**config.mk**
```make
export PLATFORM = sky130hd
export DESIGN_NAME = gcd_lcm_unit
export DESIGN_NICKNAME = d
export VERILOG_FILES = /design/src/rtl/gcl_pkg.sv /design/src/rtl/gcd_lcm_unit.sv /design/src/rtl/gcl_useq.sv /design/src/rtl/gcl_datapath.sv
export SDC_FILE = /design/constraint.sdc
export NUM_CORES = 1
export LEC_CHECK = 0
export BUFFER_PORTS_ARGS = -buffer_cell sky130_fd_sc_hd__buf_2
export CAP_MARGIN = 10
export CORE_UTILIZATION = 43
export DETAILED_ROUTE_END_ITERATION = 12
export HOLD_SLACK_MARGIN = 0.06
export SYNTH_ARGS = -nofsm -noshare
export SYNTH_HDL_FRONTEND = slang
export SYNTH_SLANG_ARGS = --single-unit
```
**constraint.sdc**
```tcl
create_clock -name clk -period 7 [get_ports clk]
set_input_delay 1.4 -clock clk [delete_from_list [all_inputs] [get_ports clk]]
set_output_delay 1.4 -clock clk [all_outputs]
set_load 0.005 [all_outputs]
```
**src/rtl/gcl_pkg.sv**
```systemverilog
// ----------------------------------------------------------------------------
// gcl_pkg
// Shared types, micro-op codes and the control store for the gcd/lcm unit.
// ----------------------------------------------------------------------------
package gcl_pkg;

	localparam int OPERAND_WIDTH_DEF = 16;
	localparam int FIELD_W           = 16;
	localparam int GCD_W             = 16;
	localparam int LCM_W             = 32;
	localparam int UPC_W             = 4;

	typedef struct packed {
		logic [FIELD_W-1:0] first_operand;
		logic [FIELD_W-1:0] second_operand;
	} gcl_in_t;

	typedef struct packed {
		logic [GCD_W-1:0] gcd_value;
		logic [LCM_W-1:0] lcm_value;
	} gcl_out_t;

	typedef enum logic [3:0] {
		OP_NOP,
		OP_LOAD,
		OP_STRIP,
		OP_REDUCE,
		OP_DIVINIT,
		OP_DIVSTEP,
		OP_MUL,
		OP_ZERO,
		OP_EMIT
	} gcl_uop_t;

	typedef enum logic [2:0] {
		CND_ALWAYS,
		CND_IN_TAKE,
		CND_ANY_ZERO,
		CND_BOTH_EVEN,
		CND_NOT_EQUAL,
		CND_CNT_MORE,
		CND_OUT_FREE
	} gcl_cond_t;

	typedef struct packed {
		gcl_uop_t         op;
		gcl_cond_t        cond;
		logic             hold;
		logic [UPC_W-1:0] target;
	} gcl_uword_t;

	typedef struct packed {
		logic any_zero;
		logic both_even;
		logic not_equal;
		logic cnt_more;
	} gcl_flags_t;

	localparam logic [UPC_W-1:0] ST_IDLE   = 4'd0;
	localparam logic [UPC_W-1:0] ST_CHECK  = 4'd1;
	localparam logic [UPC_W-1:0] ST_STRIP  = 4'd2;
	localparam logic [UPC_W-1:0] ST_REDUCE = 4'd3;
	localparam logic [UPC_W-1:0] ST_DIVINI = 4'd4;
	localparam logic [UPC_W-1:0] ST_DIVSTP = 4'd5;
	localparam logic [UPC_W-1:0] ST_MUL    = 4'd6;
	localparam logic [UPC_W-1:0] ST_ZERO   = 4'd7;
	localparam logic [UPC_W-1:0] ST_EMIT   = 4'd8;
	localparam logic [UPC_W-1:0] ST_LAST   = ST_EMIT;

	// jump to target when cond holds; otherwise stay (hold) or advance
	function automatic gcl_uword_t gcl_rom(input logic [UPC_W-1:0] pc);
		gcl_uword_t w;
		unique case (pc)
			ST_IDLE:   w = '{op: OP_LOAD,    cond: CND_IN_TAKE,   hold: 1'b1, target: ST_CHECK};
			ST_CHECK:  w = '{op: OP_NOP,     cond: CND_ANY_ZERO,  hold: 1'b0, target: ST_ZERO};
			ST_STRIP:  w = '{op: OP_STRIP,   cond: CND_BOTH_EVEN, hold: 1'b0, target: ST_STRIP};
			ST_REDUCE: w = '{op: OP_REDUCE,  cond: CND_NOT_EQUAL, hold: 1'b0, target: ST_REDUCE};
			ST_DIVINI: w = '{op: OP_DIVINIT, cond: CND_ALWAYS,    hold: 1'b0, target: ST_DIVSTP};
			ST_DIVSTP: w = '{op: OP_DIVSTEP, cond: CND_CNT_MORE,  hold: 1'b0, target: ST_DIVSTP};
			ST_MUL:    w = '{op: OP_MUL,     cond: CND_ALWAYS,    hold: 1'b0, target: ST_EMIT};
			ST_ZERO:   w = '{op: OP_ZERO,    cond: CND_ALWAYS,    hold: 1'b0, target: ST_EMIT};
			ST_EMIT:   w = '{op: OP_EMIT,    cond: CND_OUT_FREE,  hold: 1'b1, target: ST_IDLE};
			default:   w = '{op: OP_NOP,     cond: CND_ALWAYS,    hold: 1'b0, target: ST_IDLE};
		endcase
		return w;
	endfunction

endpackage

```
**src/rtl/gcd_lcm_unit.sv**
```systemverilog
// ----------------------------------------------------------------------------
// gcd_lcm_unit
// Greatest common divisor and least common multiple of an operand pair.
// ----------------------------------------------------------------------------
// Each accepted word yields one result word with gcd and lcm = (a / gcd) * b;
// a zero operand gives gcd 1 and lcm 0. Only the low OPERAND_WIDTH bits of the
// operands are used (at most 16). A small microprogram drives one datapath
// and the block works on one pair at a time. The binary gcd loop (one shift
// or subtract per cycle, data dependent) and the N-step restoring divider,
// with N = min(OPERAND_WIDTH, 16), set how long a pair takes; a result also
// waits while the previous result word is still stalled. A zero operand
// skips both loops and goes from the check straight to the zero step. The
// next pair is taken once the result sits in the output register, even while
// that word is stalled.
// ----------------------------------------------------------------------------
module gcd_lcm_unit #(
	parameter int OPERAND_WIDTH = gcl_pkg::OPERAND_WIDTH_DEF
) (
	input  logic              clk,
	input  logic              arst_n,
	input  logic              opnd_valid,
	output logic              opnd_stall,
	input  gcl_pkg::gcl_in_t  opnd,
	output logic              res_valid,
	input  logic              res_stall,
	output gcl_pkg::gcl_out_t res
);
	import gcl_pkg::*;

	gcl_uop_t             op;
	gcl_flags_t           flags;
	logic                 take;
	logic                 out_free;
	logic                 emit;
	logic [GCD_W-1:0]     gcd_value;
	logic [LCM_W-1:0]     lcm_value;
	logic                 res_valid_q;
	gcl_out_t             res_q;

	assign opnd_stall = (op != OP_LOAD);
	assign take       = opnd_valid && !opnd_stall;
	assign out_free   = !res_valid_q || !res_stall;
	assign emit       = (op == OP_EMIT) && out_free;

	gcl_useq u_useq (
		.clk      (clk),
		.arst_n   (arst_n),
		.flags    (flags),
		.in_take  (take),
		.out_free (out_free),
		.op       (op)
	);

	gcl_datapath #(
		.OPERAND_WIDTH (OPERAND_WIDTH)
	) u_datapath (
		.clk       (clk),
		.arst_n    (arst_n),
		.op        (op),
		.take      (take),
		.opnd      (opnd),
		.flags     (flags),
		.gcd_value (gcd_value),
		.lcm_value (lcm_value)
	);

	always_ff @(posedge clk or negedge arst_n) begin
		if (!arst_n) begin
			res_valid_q <= 1'b0;
		end else if (emit) begin
			res_valid_q <= 1'b1;
		end else if (!res_stall) begin
			res_valid_q <= 1'b0;
		end
	end

	always_ff @(posedge clk) begin
		if (emit) begin
			res_q.gcd_value <= gcd_value;
			res_q.lcm_value <= lcm_value;
		end
	end

	assign res_valid = res_valid_q;
	assign res       = res_q;

	a_busy_after_take: assert property (@(posedge clk) disable iff (!arst_n)
		take |=> opnd_stall)
		else $error("operand word taken while a pair is in flight");

	a_gcd_nonzero: assert property (@(posedge clk) disable iff (!arst_n)
		res_valid |-> res.gcd_value != '0)
		else $error("zero gcd delivered");

	a_zero_case: assert property (@(posedge clk) disable iff (!arst_n)
		(res_valid && (res.lcm_value == '0)) |-> res.gcd_value == GCD_W'(1))
		else $error("zero lcm without unit gcd");

endmodule

```
**src/rtl/gcl_useq.sv**
```systemverilog
// ----------------------------------------------------------------------------
// gcl_useq
// Micro-sequencer: step counter, control store lookup and jump logic.
// ----------------------------------------------------------------------------
module gcl_useq (
	input  logic                clk,
	input  logic                arst_n,
	input  gcl_pkg::gcl_flags_t flags,
	input  logic                in_take,
	input  logic                out_free,
	output gcl_pkg::gcl_uop_t   op
);
	import gcl_pkg::*;

	logic [UPC_W-1:0] pc_q;
	logic [UPC_W-1:0] pc_d;
	gcl_uword_t       uw;
	logic             jump;

	assign uw = gcl_rom(pc_q);
	assign op = uw.op;

	always_comb begin
		unique case (uw.cond)
			CND_ALWAYS:    jump = 1'b1;
			CND_IN_TAKE:   jump = in_take;
			CND_ANY_ZERO:  jump = flags.any_zero;
			CND_BOTH_EVEN: jump = flags.both_even;
			CND_NOT_EQUAL: jump = flags.not_equal;
			CND_CNT_MORE:  jump = flags.cnt_more;
			CND_OUT_FREE:  jump = out_free;
			default:       jump = 1'b1;
		endcase
	end

	always_comb begin
		priority if (jump) begin
			pc_d = uw.target;
		end else if (uw.hold) begin
			pc_d = pc_q;
		end else begin
			pc_d = pc_q + 1'b1;
		end
	end

	always_ff @(posedge clk or negedge arst_n) begin
		if (!arst_n) begin
			pc_q <= ST_IDLE;
		end else begin
			pc_q <= pc_d;
		end
	end

	a_pc_range: assert property (@(posedge clk) disable iff (!arst_n)
		pc_q <= ST_LAST)
		else $error("step counter left the program");

endmodule

```
**src/rtl/gcl_datapath.sv**
```systemverilog
// ----------------------------------------------------------------------------
// gcl_datapath
// Working registers for binary gcd, restoring division and the final product.
// ----------------------------------------------------------------------------
module gcl_datapath #(
	parameter int OPERAND_WIDTH = gcl_pkg::OPERAND_WIDTH_DEF
) (
	input  logic                          clk,
	input  logic                          arst_n,
	input  gcl_pkg::gcl_uop_t             op,
	input  logic                          take,
	input  gcl_pkg::gcl_in_t              opnd,
	output gcl_pkg::gcl_flags_t           flags,
	output logic [gcl_pkg::GCD_W-1:0]     gcd_value,
	output logic [gcl_pkg::LCM_W-1:0]     lcm_value
);
	import gcl_pkg::*;

	localparam int EW    = (OPERAND_WIDTH < FIELD_W) ? OPERAND_WIDTH : FIELD_W;
	localparam int CNT_W = $clog2(EW);
	localparam logic [CNT_W-1:0] CNT_LAST = CNT_W'(EW - 1);

	logic [EW-1:0]    a_q, b_q, ob_q, g_q, q_q, r_q;
	logic [CNT_W-1:0] k_q;
	logic [2*EW-1:0]  p_q;

	logic [EW:0]      diff_ab, diff_ba;
	logic [EW:0]      rq, rdiff;

	assign diff_ab = {1'b0, a_q} - {1'b0, b_q};
	assign diff_ba = {1'b0, b_q} - {1'b0, a_q};
	assign rq      = {r_q, q_q[EW-1]};
	assign rdiff   = rq - {1'b0, g_q};

	assign flags.any_zero  = (a_q == '0) || (b_q == '0);
	assign flags.both_even = !a_q[0] && !b_q[0];
	assign flags.not_equal = (a_q != b_q);
	assign flags.cnt_more  = (k_q != CNT_LAST);

	always_ff @(posedge clk) begin
		unique case (op)
			OP_LOAD: begin
				if (take) begin
					a_q  <= opnd.first_operand[EW-1:0];
					q_q  <= opnd.first_operand[EW-1:0];
					b_q  <= opnd.second_operand[EW-1:0];
					ob_q <= opnd.second_operand[EW-1:0];
					k_q  <= '0;
				end
			end
			OP_STRIP: begin
				if (flags.both_even) begin
					a_q <= a_q >> 1;
					b_q <= b_q >> 1;
					k_q <= k_q + 1'b1;
				end
			end
			OP_REDUCE: begin
				priority if (!a_q[0]) begin
					a_q <= a_q >> 1;
				end else if (!b_q[0]) begin
					b_q <= b_q >> 1;
				end else if (a_q != b_q) begin
					if (!diff_ab[EW]) begin
						a_q <= {1'b0, diff_ab[EW-1:1]};
					end else begin
						b_q <= {1'b0, diff_ba[EW-1:1]};
					end
				end
			end
			OP_DIVINIT: begin
				g_q <= a_q << k_q;
				k_q <= '0;
				r_q <= '0;
			end
			OP_DIVSTEP: begin
				if (!rdiff[EW]) begin
					r_q <= rdiff[EW-1:0];
				end else begin
					r_q <= rq[EW-1:0];
				end
				q_q <= {q_q[EW-2:0], !rdiff[EW]};
				k_q <= k_q + 1'b1;
			end
			OP_MUL: begin
				p_q <= {{EW{1'b0}}, q_q} * {{EW{1'b0}}, ob_q};
			end
			OP_ZERO: begin
				g_q <= EW'(1);
				p_q <= '0;
			end
			default: begin
			end
		endcase
	end

	assign gcd_value = GCD_W'(g_q);
	assign lcm_value = LCM_W'(p_q);

	a_reduce_nonzero: assert property (@(posedge clk) disable iff (!arst_n)
		op == OP_REDUCE |-> (a_q != '0) && (b_q != '0))
		else $error("gcd reduction reached a zero operand");

	a_div_rem: assert property (@(posedge clk) disable iff (!arst_n)
		op == OP_DIVSTEP |-> r_q < g_q)
		else $error("division remainder not below divisor");

endmodule
```
# ---- Word-level counts from Yosys, hierarchy flattened
# Memory sizes are Yosys's and may differ from the RTL's.
# Index checks and enable logic that the tools add are counted.
dict set report word_totals {
  register_bits 185
  romBits 192
  output_inout_bits 50
  memories 1
}
dict set report classes {
  addsub 5
  mul 1
  n_eq_ne 27
  shifts 1
  mux 27
  reduce_logical 26
}
# memory depth width read_ports rd_ports_with_merged_regs wr line
set mem_list {}
lappend mem_list {{(name not given)} 16 12 1 0 0 gcl_pkg.sv:73} ;# unique case (pc)
# cell n
set ops {}
lappend ops {{$mux 16} 13}
lappend ops {{$pmux 16 s2} 3}
lappend ops {{$pmux 16 s3} 2}
lappend ops {{$pmux 32 s2} 1}
lappend ops {{$logic_not 16->1} 2}
lappend ops {{$mul 16x16->32} 1}
lappend ops {{$sub 16x16->17} 1}
lappend ops {{$sub 17x16->17} 1}
lappend ops {{$eq 4x3->1 const B} 4}
lappend ops {{$mux 4} 4}
lappend ops {{$ne 16x16->1} 1}
lappend ops {{$pmux 4 s4} 1}
lappend ops {{$shl 16x4->16} 1}
lappend ops {{$sub 16x16->16} 1}
lappend ops {{$ne 3x3->1 const B} 5}
lappend ops {{$reduce_and 6->1} 2}
lappend ops {{$eq 3x3->1 const B} 3}
lappend ops {{$add 4x1->4 const B} 2}
lappend ops {{$eq 4x2->1 const B} 2}
lappend ops {{$reduce_bool 2->1} 4}
lappend ops {{$eq 3x2->1 const B} 2}
lappend ops {{$logic_not 1->1} 6}
lappend ops {{$ne 2x2->1 const B} 3}
lappend ops {{$pmux 1 s6} 1}
lappend ops {{other kinds (14)} 21}

# ---- Depth between registers and ports, before layout
# Gate-level depths: netlist of the first run.
dict set report depth {
  word_depth 6
  ltp_mapped 24
}

# ---- Modules after synthesis
# Synthesis of the first run repeated with hierarchy kept, for this count alone.
dict set report hier_totals {
  cells_unflattened 1944
  hier_area_um2 19059.5
}
# mod n_inst cells_each area_each_um2 seq_area_each_um2
set by_module_without_submodules {}
lappend by_module_without_submodules {gcl_datapath 1 1831 17011.3 3963.8}
lappend by_module_without_submodules {gcd_lcm_unit 1 56 1514.0 1466.4}
lappend by_module_without_submodules {gcl_useq 1 57 534.3 100.1}

# ---- Worst setup path after synthesis of the first run
# Ideal clock, no wire load.
dict set report synth_timing {
  kind {register to register}
  from {register u_datapath.q_q[7]}
  to {register u_datapath.p_q[24] (netlist: u_datapath.lcm_value[24]), data pin}
  setup_ns 0.266
  arrival_ns 5.677
  setup_slack_ns 1.057
  stages_incl_launch_ff 24
  synth_period_minus_slack_ns 5.943
  path_cell_list {edfxtp_1 clkbuf_1 nand2_1 fa_1 inv_1 fa_1 inv_1 fa_1 inv_1 fa_1 inv_1 fa_1 fa_1 inv_1 ha_1 buf_2 a21o_1 a31o_1 a211oi_1 o21ai_1 a221o_1 o31ai_2 xor2_1 nor2_1}
}
dict set report synth_via {
  elab_chain_len 2
}
# element line
set synth_lines {}
lappend synth_lines {{start, declared} gcl_datapath.sv:23} ;# logic [EW-1:0] a_q, b_q, ob_q, g_q, q_q, r_q;
lappend synth_lines {{start signal, assigned} gcl_datapath.sv:45} ;# q_q <= opnd.first_operand[EW-1:0];
lappend synth_lines {{start signal, assigned} gcl_datapath.sv:82} ;# q_q <= {q_q[EW-2:0], !rdiff[EW]};
lappend synth_lines {{$mul 16x16->32} gcl_datapath.sv:86} ;# p_q <= {{EW{1'b0}}, q_q} * {{EW{1'b0}}, ob_q};
lappend synth_lines {{$pmux 32 s2} gcl_datapath.sv:41} ;# unique case (op)
lappend synth_lines {{end signal, assigned} gcl_datapath.sv:86}
lappend synth_lines {{end, declared} gcl_datapath.sv:25} ;# logic [2*EW-1:0] p_q;
# No other way between the ends.
# A chain may end at the register's enable or synchronous reset.

# ---- Final worst setup path of the first run
dict set report layout_timing {
  from {register u_datapath.q_q[7]}
  to {register u_datapath.p_q[28] (netlist: u_datapath.lcm_value[28]), data pin}
}
# Same word-level chain as after synthesis.

==> results.sh, run 1 <==
export IMPL_detail_route_first_pass_iterations=5
export IMPL_grt_remaining_overflow=0
export IMPL_final_setup_violation_count=0
export IMPL_dpl_cell_count=2507
export IMPL_max_cap_viol_count=0
export IMPL_period_minus_ws_final_ns=6.53
export IMPL_design_core_area_sq_mm=0.0431
export IMPL_synth_fp_nets=2287
export IMPL_most_common_cell_after_layout_fill_and_taps_aside="inv_1"
export IMPL_ys_seq_elements=185
export IMPL_report_final_hold_viol_count=0
export IMPL_holdPathEnd="res[21]"
export IMPL_ys_warn_count=0
export IMPL_chipHeight_um=211
export IMPL_place_congestion=0.883
export IMPL_post_route_drc_count=0
export IMPL_cts_hold_fix_buffers=0
export IMPL_horizontal_die_dimension_um=211
export IMPL_synth_area_top_cells="edfxtp_1 (29%), fa_1 (21%), ha_1 (10%), inv_1 (5.9%), and2_1 (4.1%)"
export IMPL_ctsLongestPathBuffers=2
export IMPL_clock_fmax_mhz=153
export IMPL_ys_types=79
export IMPL_ctsRootBufferMaster="clkbuf_16"
export IMPL_max_slew_worst_pin_slew_ns=1.22
export IMPL_die_area_sq_mm=0.0444
export IMPL_pin_count_of_the_biggest_net_entering_global_routing=49
export IMPL_floorplan_rows=76
export IMPL_cts_tree="yes"
export IMPL_crit_reg2reg_capture="u_datapath.lcm_value[28]"
export IMPL_synth_top_cell_area_share_pct=28.8
export IMPL_fin_worst_hold_slack_ns=0.420
export IMPL_crit_path_end_kind="flip-flop"
export IMPL_detail_route_vias_per_cell=5.36
export IMPL_place_hpwl_mm=36.5
export IMPL_crit_type="reg -> reg"
export IMPL_vias_in_the_first_global_route=13583
export IMPL_post_layout_nonfiller_instances=2540
export IMPL_cp_data_required_time_ns=7.31
export IMPL_slew_violations=0
export IMPL_worstRegToRegCells=21
export IMPL_syn_cell_area_sq_mm=0.0187
export IMPL_clkSlewWorstSetupHoldPaths_ns=0.07
export IMPL_cts_repair_resize_count=0
export IMPL_cp_data_arrival_time_ns=6.84
export IMPL_synth_enable_flop_cells=180
export IMPL_rr_startpoint="u_datapath.q_q[7]"
export IMPL_min_path_cells=0
export IMPL_share_of_layout_cells_above_drive_strength_1_pct=9.77
export IMPL_grt_setup_unrepaired="no"
export IMPL_reg2reg_slack_ns=0.47
export IMPL_min_delay_start="u_datapath.lcm_value[21]"
export IMPL_synthesis_instances=1898
export IMPL_number_of_routed_nets_with_antenna_violations=0
export IMPL_synth_sequential_area_ratio_pct=29.5
export IMPL_design_portCount=86
export IMPL_portBuffers=85
export IMPL_post_synth_cell_area_avg_sq_um=9.88
export IMPL_total_clock_buffers_created_by_cts=17
export IMPL_timing_final_crit_share_pct=93.3
export IMPL_route_vias_total=13624
export IMPL_mostFrequentLayoutCells="inv_1 (294), nand2_1 (204), fa_1 (197)"
export IMPL_totalWireLength_mm=46.7
export IMPL_detail_route_iter0_violations=929
export IMPL_setup_tns_ns=0
export IMPL_cp_max_fo=17
export IMPL_final_util_pct=47.2
export IMPL_gr_usage_all_layers_pct=21.9
export IMPL_number_of_antenna_violations_at_the_first_check_in_global_routing=0
export IMPL_final_nets=2331
export IMPL_clkLatencyLatePin_ns=0.50
export IMPL_timing_critical_path_from_type="flip-flop"
export IMPL_asyncSetResetFlopFracSynth_pct=2.70
export IMPL_hold_path_class="reg -> reg"
export IMPL_h_tree_depth=4
export IMPL_worst_clock_skew_ns=0.0163
export IMPL_synth_flop_cell="edfxtp_1"
export IMPL_fillerInstances=4061
export IMPL_timing_slew_headroom_pct=18.1
export IMPL_outcome="complete, no violations"
export IMPL_post_cts_repair_setup_buffers=0
export IMPL_synth_top_cell_by_area="edfxtp_1"
export IMPL_initial_utilization_pct=43.5
export IMPL_post_drt_wl_per_cell_um=18.4
export IMPL_antenna_diode_count=0
export IMPL_grt_first_pass_wirelength_mm=74.3
export IMPL_area_growth_pct=8.47
export IMPL_tritoncts_num_sinks=185
[critical path: stages (launching register included)]
cell	delay (ns)
edfxtp_1	0.77
nand2_1	0.18
fa_1	0.56
inv_1	0.05
fa_1	0.50
inv_1	0.06
fa_1	0.52
inv_1	0.05
fa_1	0.46
fa_1	0.49
inv_1	0.05
fa_1	0.47
inv_1	0.04
ha_1	0.32
and2_1	0.27
nand2_1	0.11
a2111oi_1	0.05
a311oi_2	0.56
nor3_2	0.10
nor3_2	0.21
mux2_4	0.33
nor4_2	0.22
[layout make-up]
class | instances | area (sq um) | area share, %
multi-input cells | 1335 | 11800 | 58.1
repair buffers | 107 | 594 | 2.92
clock inverters | 15 | 129 | 0.634
clock buffers | 17 | 425 | 2.09
inverters | 296 | 1110 | 5.46
well taps | 585 | 732 | 3.60
flip-flops and latches | 185 | 5530 | 27.2
[sequential cells by signal, indices dropped and copies added, names as in the netlist]
signal	flops
u_datapath.lcm_value	32
u_datapath.q_q	16
u_datapath.gcd_value	16
u_datapath.ob_q	16
u_useq.pc_q	4
u_datapath.a_q	16
u_datapath.k_q	4
u_datapath.r_q	16
res_valid	1
res	48
u_datapath.b_q	16
[layer usage]
metal	wire [um]	vias to the layer above	GRT usage [%]	share of wire (%)
met3	2400	49	3.51	5.1
li1	-	6392	-	-
met2	22100	365	35.2	47
met1	21200	6818	30.5	45
met4	966	0	6.65	2.1
met5	0	-	0	0
[Yosys cell counts (3+ instances only)]
master / instances
o22ai_1: 30
a21o_1: 32
nor4_1: 10
o21ai_1: 4
buf_2: 10
xnor2_1: 41
a21oi_1: 88
o21bai_1: 7
ha_1: 156
a21boi_0: 6
mux2_2: 19
edfxtp_1: 180
mux2i_1: 33
dfrtp_1: 5
and3_1: 7
nand2b_1: 12
or3_1: 5
o31ai_1: 6
nor3_2: 4
nand4_1: 12
o31a_1: 3
o21a_1: 12
a211oi_2: 4
o211a_1: 3
a31oi_1: 10
nand3_1: 14
clkbuf_1: 67
a211oi_1: 18
inv_1: 294
fa_1: 197
nand2_1: 204
o22a_1: 4
xor2_1: 25
a31o_2: 3
and2_1: 124
o21ai_0: 42
or4_1: 3
nor2b_1: 15
o211ai_1: 7
nor2_1: 117
nor3_1: 16
[cell families (layout without fill, tap and decap cells)]
logic type	after synthesis	after routing	share of synthesized area [%]
xor gates and xnor gates	66	66	3.08
muxes	54	54	3.10
buffers and inverters	378	435	7.74
AOI/OAI and AO/OA	308	308	10.9
adders and majority gates	353	353	31.5
and+or+nand+nor	554	554	14.3
DFF	185	185	29.5
[worst max-delay path by stage]
stage,start,to,slack [ns],depth (start not counted)
6_report,u_datapath.q_q[7],u_datapath.lcm_value[28],0.47,21
5_1_grt,u_datapath.q_q[7],u_datapath.lcm_value[28],0.22,21
4_1_cts,u_datapath.q_q[7],u_datapath.lcm_value[28],0.51,21
3_5_place_dp,u_datapath.q_q[7],u_datapath.lcm_value[28],0.57,21
3_3_place_gp,u_datapath.q_q[7],u_datapath.lcm_value[28],0.66,21
2_1_floorplan,u_datapath.q_q[7],u_datapath.lcm_value[24],1.06,23
[through the flow]
stage | area, sq um | setup WS (ns)
2_1_floorplan | 18700 | 1.06
3_3_place_gp | 19800 | 0.663
3_5_place_dp | 19800 | 0.572
4_1_cts | 20300 | 0.510
5_1_grt | 20300 | 0.216
6_report | 20300 | 0.470
Power of run 1 is left out: the tool's default activity adds up to more than one toggle a clock period on the data nets, which glitch-free logic cannot reach.
==> inputs of run 2 (changes only) <==
SYNTH_HIERARCHICAL = 1   (was not set)
==> run 2 against run 1 <==
Effect of this change:
- register-to-register slack worse by 0.32 ns
- setup slack got worse by 0.32 ns
- clock skew shrank 0.0047 ns
- routed wire length grew 4.0%
- die area grew 1.7%
- global-route usage increased by 0.68 points
- first-iteration DRC count up 9.4%
- synthesized cell count increased by 2.4%
- cell count is 1.5% higher
- maximum frequency is 4.7% lower
==> results.sh, run 2 <==
export IMPL_crit_path_end_kind="flip-flop"
export IMPL_number_of_routed_nets_with_antenna_violations=0
export IMPL_cts_hold_fix_buffers=0
export IMPL_vias_in_the_first_global_route=13912
export IMPL_cp_data_arrival_time_ns=7.08
export IMPL_initial_utilization_pct=44.0
export IMPL_area_sequential_sq_mm=0.00553
export IMPL_place_congestion=0.910
export IMPL_slew_violations=0
export IMPL_top_usage_layer="met2"
export IMPL_synth_top_cell_by_area="edfxtp_1"
export IMPL_post_drt_wl_per_cell_um=18.8
export IMPL_fillerInstances=4196
export IMPL_die_area_sq_mm=0.0452
export IMPL_grt_first_pass_wirelength_mm=77.9
export IMPL_timing_critical_path_from_type="flip-flop"
export IMPL_grtUsageMet3_pct=3.88
export IMPL_portBuffers=85
export IMPL_multi_input_comb_area_sq_mm=0.0121
export IMPL_final_setup_violation_count=0
export IMPL_synth_enable_flop_cells=180
export IMPL_synth_top_cell_area_share_pct=28.4
export IMPL_crit_reg2reg_capture="u_datapath/lcm_value[30]"
export IMPL_floorplan_rows=76
export IMPL_cpMaxStageDelayCell="a2111oi_0"
export IMPL_totalWireLength_mm=48.6
export IMPL_cts_repair_resize_count=0
export IMPL_syn_cell_area_sq_mm=0.0191
export IMPL_place_hpwl_mm=38.1
export IMPL_crit_type="reg -> reg"
export IMPL_reg2reg_slack_ns=0.15
export IMPL_synth_flop_cell="edfxtp_1"
export IMPL_route_vias_total=13978
export IMPL_h_tree_depth=4
export IMPL_area_growth_pct=8.26
export IMPL_detail_route_vias_per_cell=5.42
export IMPL_max_slew_worst_pin_slew_ns=1.13
export IMPL_ys_types=86
export IMPL_design_portCount=86
export IMPL_detail_route_iter0_violations=1016
export IMPL_number_of_antenna_violations_at_the_first_check_in_global_routing=0
export IMPL_clkLatencyLatePin_ns=0.49
export IMPL_period_minus_ws_final_ns=6.85
export IMPL_cp_max_fo=17
export IMPL_synth_area_top_cells="edfxtp_1 (28%), fa_1 (21%), ha_1 (10%), inv_1 (5.8%), and2_1 (4.4%)"
export IMPL_ys_top_cells_by_count="inv_1 (296), nand2_1 (213), fa_1 (197)"
export IMPL_ys_warn_count=6
export IMPL_timing_slew_headroom_pct=22.6
export IMPL_worst_clock_skew_ns=0.0116
export IMPL_asyncSetResetFlopFracSynth_pct=2.70
export IMPL_grtUsageMet1_pct=31.2
export IMPL_holdPathEnd="res[17]"
export IMPL_post_route_drc_count=0
export IMPL_mostFrequentLayoutCells="inv_1 (296), nand2_1 (213), fa_1 (197)"
export IMPL_grt_use_met2_pct=36.6
export IMPL_outcome="complete, no violations"
export IMPL_min_delay_start="u_datapath/lcm_value[17]"
export IMPL_synth_fp_nets=2335
export IMPL_min_path_cells=0
export IMPL_max_cap_viol_count=0
export IMPL_horizontal_die_dimension_um=213
export IMPL_tritoncts_num_sinks=185
export IMPL_most_common_cell_after_layout_fill_and_taps_aside="inv_1"
export IMPL_synth_sequential_area_ratio_pct=29.0
export IMPL_chipHeight_um=213
export IMPL_design_core_area_sq_mm=0.0434
export IMPL_setup_tns_ns=0
export IMPL_cp_data_required_time_ns=7.23
export IMPL_ys_seq_elements=185
export IMPL_clkSlewWorstSetupHoldPaths_ns=0.08
export IMPL_share_of_layout_cells_above_drive_strength_1_pct=9.03
export IMPL_gr_usage_all_layers_pct=22.6
export IMPL_timing_final_crit_share_pct=97.8
export IMPL_clock_fmax_mhz=146
export IMPL_worstRegToRegCells=19
export IMPL_library_cell_with_the_highest_instance_count_after_synthesis="inv_1"
export IMPL_hold_path_class="reg -> reg"
export IMPL_max_stage_delay_ns=0.97
export IMPL_post_cts_repair_setup_buffers=0
export IMPL_largest_reg_flops=48
export IMPL_grt_setup_unrepaired="no"
export IMPL_total_clock_buffers_created_by_cts=17
export IMPL_critical_path_top_cell_by_count="fa_1"
export IMPL_rr_startpoint="u_datapath/q_q[5]"
export IMPL_pin_count_of_the_biggest_net_entering_global_routing=49
export IMPL_ordered_list_of_cells_on_the_worst_path="and2_1, fa_1, inv_1, fa_1, fa_1, fa_1, inv_1, fa_1, inv_1, fa_1, inv_1, ha_1, a21oi_1, o22ai_1, inv_1, a211o_1, a2111oi_0, o31ai_1, and3_1"
export IMPL_report_final_hold_viol_count=0
export IMPL_ctsLongestPathBuffers=2
export IMPL_post_synth_cell_area_avg_sq_um=9.80
export IMPL_final_nets=2372
export IMPL_antenna_diode_count=0
export IMPL_detail_route_first_pass_iterations=5
export IMPL_grt_remaining_overflow=0
export IMPL_cts_tree="yes"
export IMPL_ctsRootBufferMaster="clkbuf_16"
export IMPL_synthesis_instances=1944
## run 2: cell count changes in the layout (fill, tap and decap cells not counted), sizes merged, moves of 7 or more
cell   change
a21oi      +7
a22oi     +13
and2      +11
and3      +11
mux2i     -11
nand2      +9
nor2      -29
o21a      +10
o21ai     +23
o22ai     -19
xor2       -8
## run 2: kinds of logic after synthesis
logic type	after synthesis	synth area share, %
AOI/OAI and AO/OA	352	12.1
xor gates and xnor gates	58	2.74
adders and majority gates	355	31.1
buffers and inverters	381	7.69
DFF	185	29.0
muxes	42	2.44
and+or+nand+nor	571	15.0
## run 2: final cells by class
cell class / instances / share of cell area (%)
tap: 585 / 3.55
timing repair buffer: 103 / 2.72
sequential: 185 / 26.8
clock buffer: 17 / 2.06
multi-input combinational: 1378 / 58.5
inverter: 296 / 5.38
clock inverter: 15 / 0.958
## run 2: worst max-delay path by stage
stage                             from                        to
floorplan           u_datapath/ob_q[1]  u_datapath/lcm_value[31]
global placement    u_datapath/q_q[14]  u_datapath/lcm_value[30]
CTS                 u_datapath/ob_q[5]  u_datapath/lcm_value[30]
global route         u_datapath/q_q[5]  u_datapath/lcm_value[30]
detailed placement  u_datapath/ob_q[5]  u_datapath/lcm_value[30]
finish               u_datapath/q_q[5]  u_datapath/lcm_value[30]
## run 2: layer usage
metal	share of wire [%]	up-vias
met4	1.9	0
met5	0	-
met3	4.9	50
li1	-	6582
met2	48	358
met1	46	6988
## run 2: per-stage QoR
| stage | util, % | setup WS (ns) | instances | hold WS (ns) | area (sq um) |
|---|---|---|---|---|---|
| 2_1_floorplan | - | 1.03 | 1944 | 0.400 | 19100 |
| 3_3_place_gp | 46.1 | 0.491 | 2547 | 0.403 | 20000 |
| 3_5_place_dp | 46.1 | 0.285 | 2547 | 0.405 | 20000 |
| 4_1_cts | 47.6 | 0.266 | 2579 | 0.413 | 20600 |
| 5_1_grt | 47.6 | 0.000925 | 2579 | 0.428 | 20600 |
| 6_report | 47.6 | 0.151 | 2579 | 0.414 | 20600 |
## run 2: worst max-delay path: cells and delay by family, from the launching register on
family | cells | cell delay, ns
adder cells (fa/ha/maj) | 7 | 3.29
AO/OA/AOI/OAI | 5 | 1.78
flip-flops | 1 | 0.67
AND/OR/NAND/NOR | 2 | 0.51
buffers and inverters | 5 | 0.34
Power of run 2 is left out for the same reason.
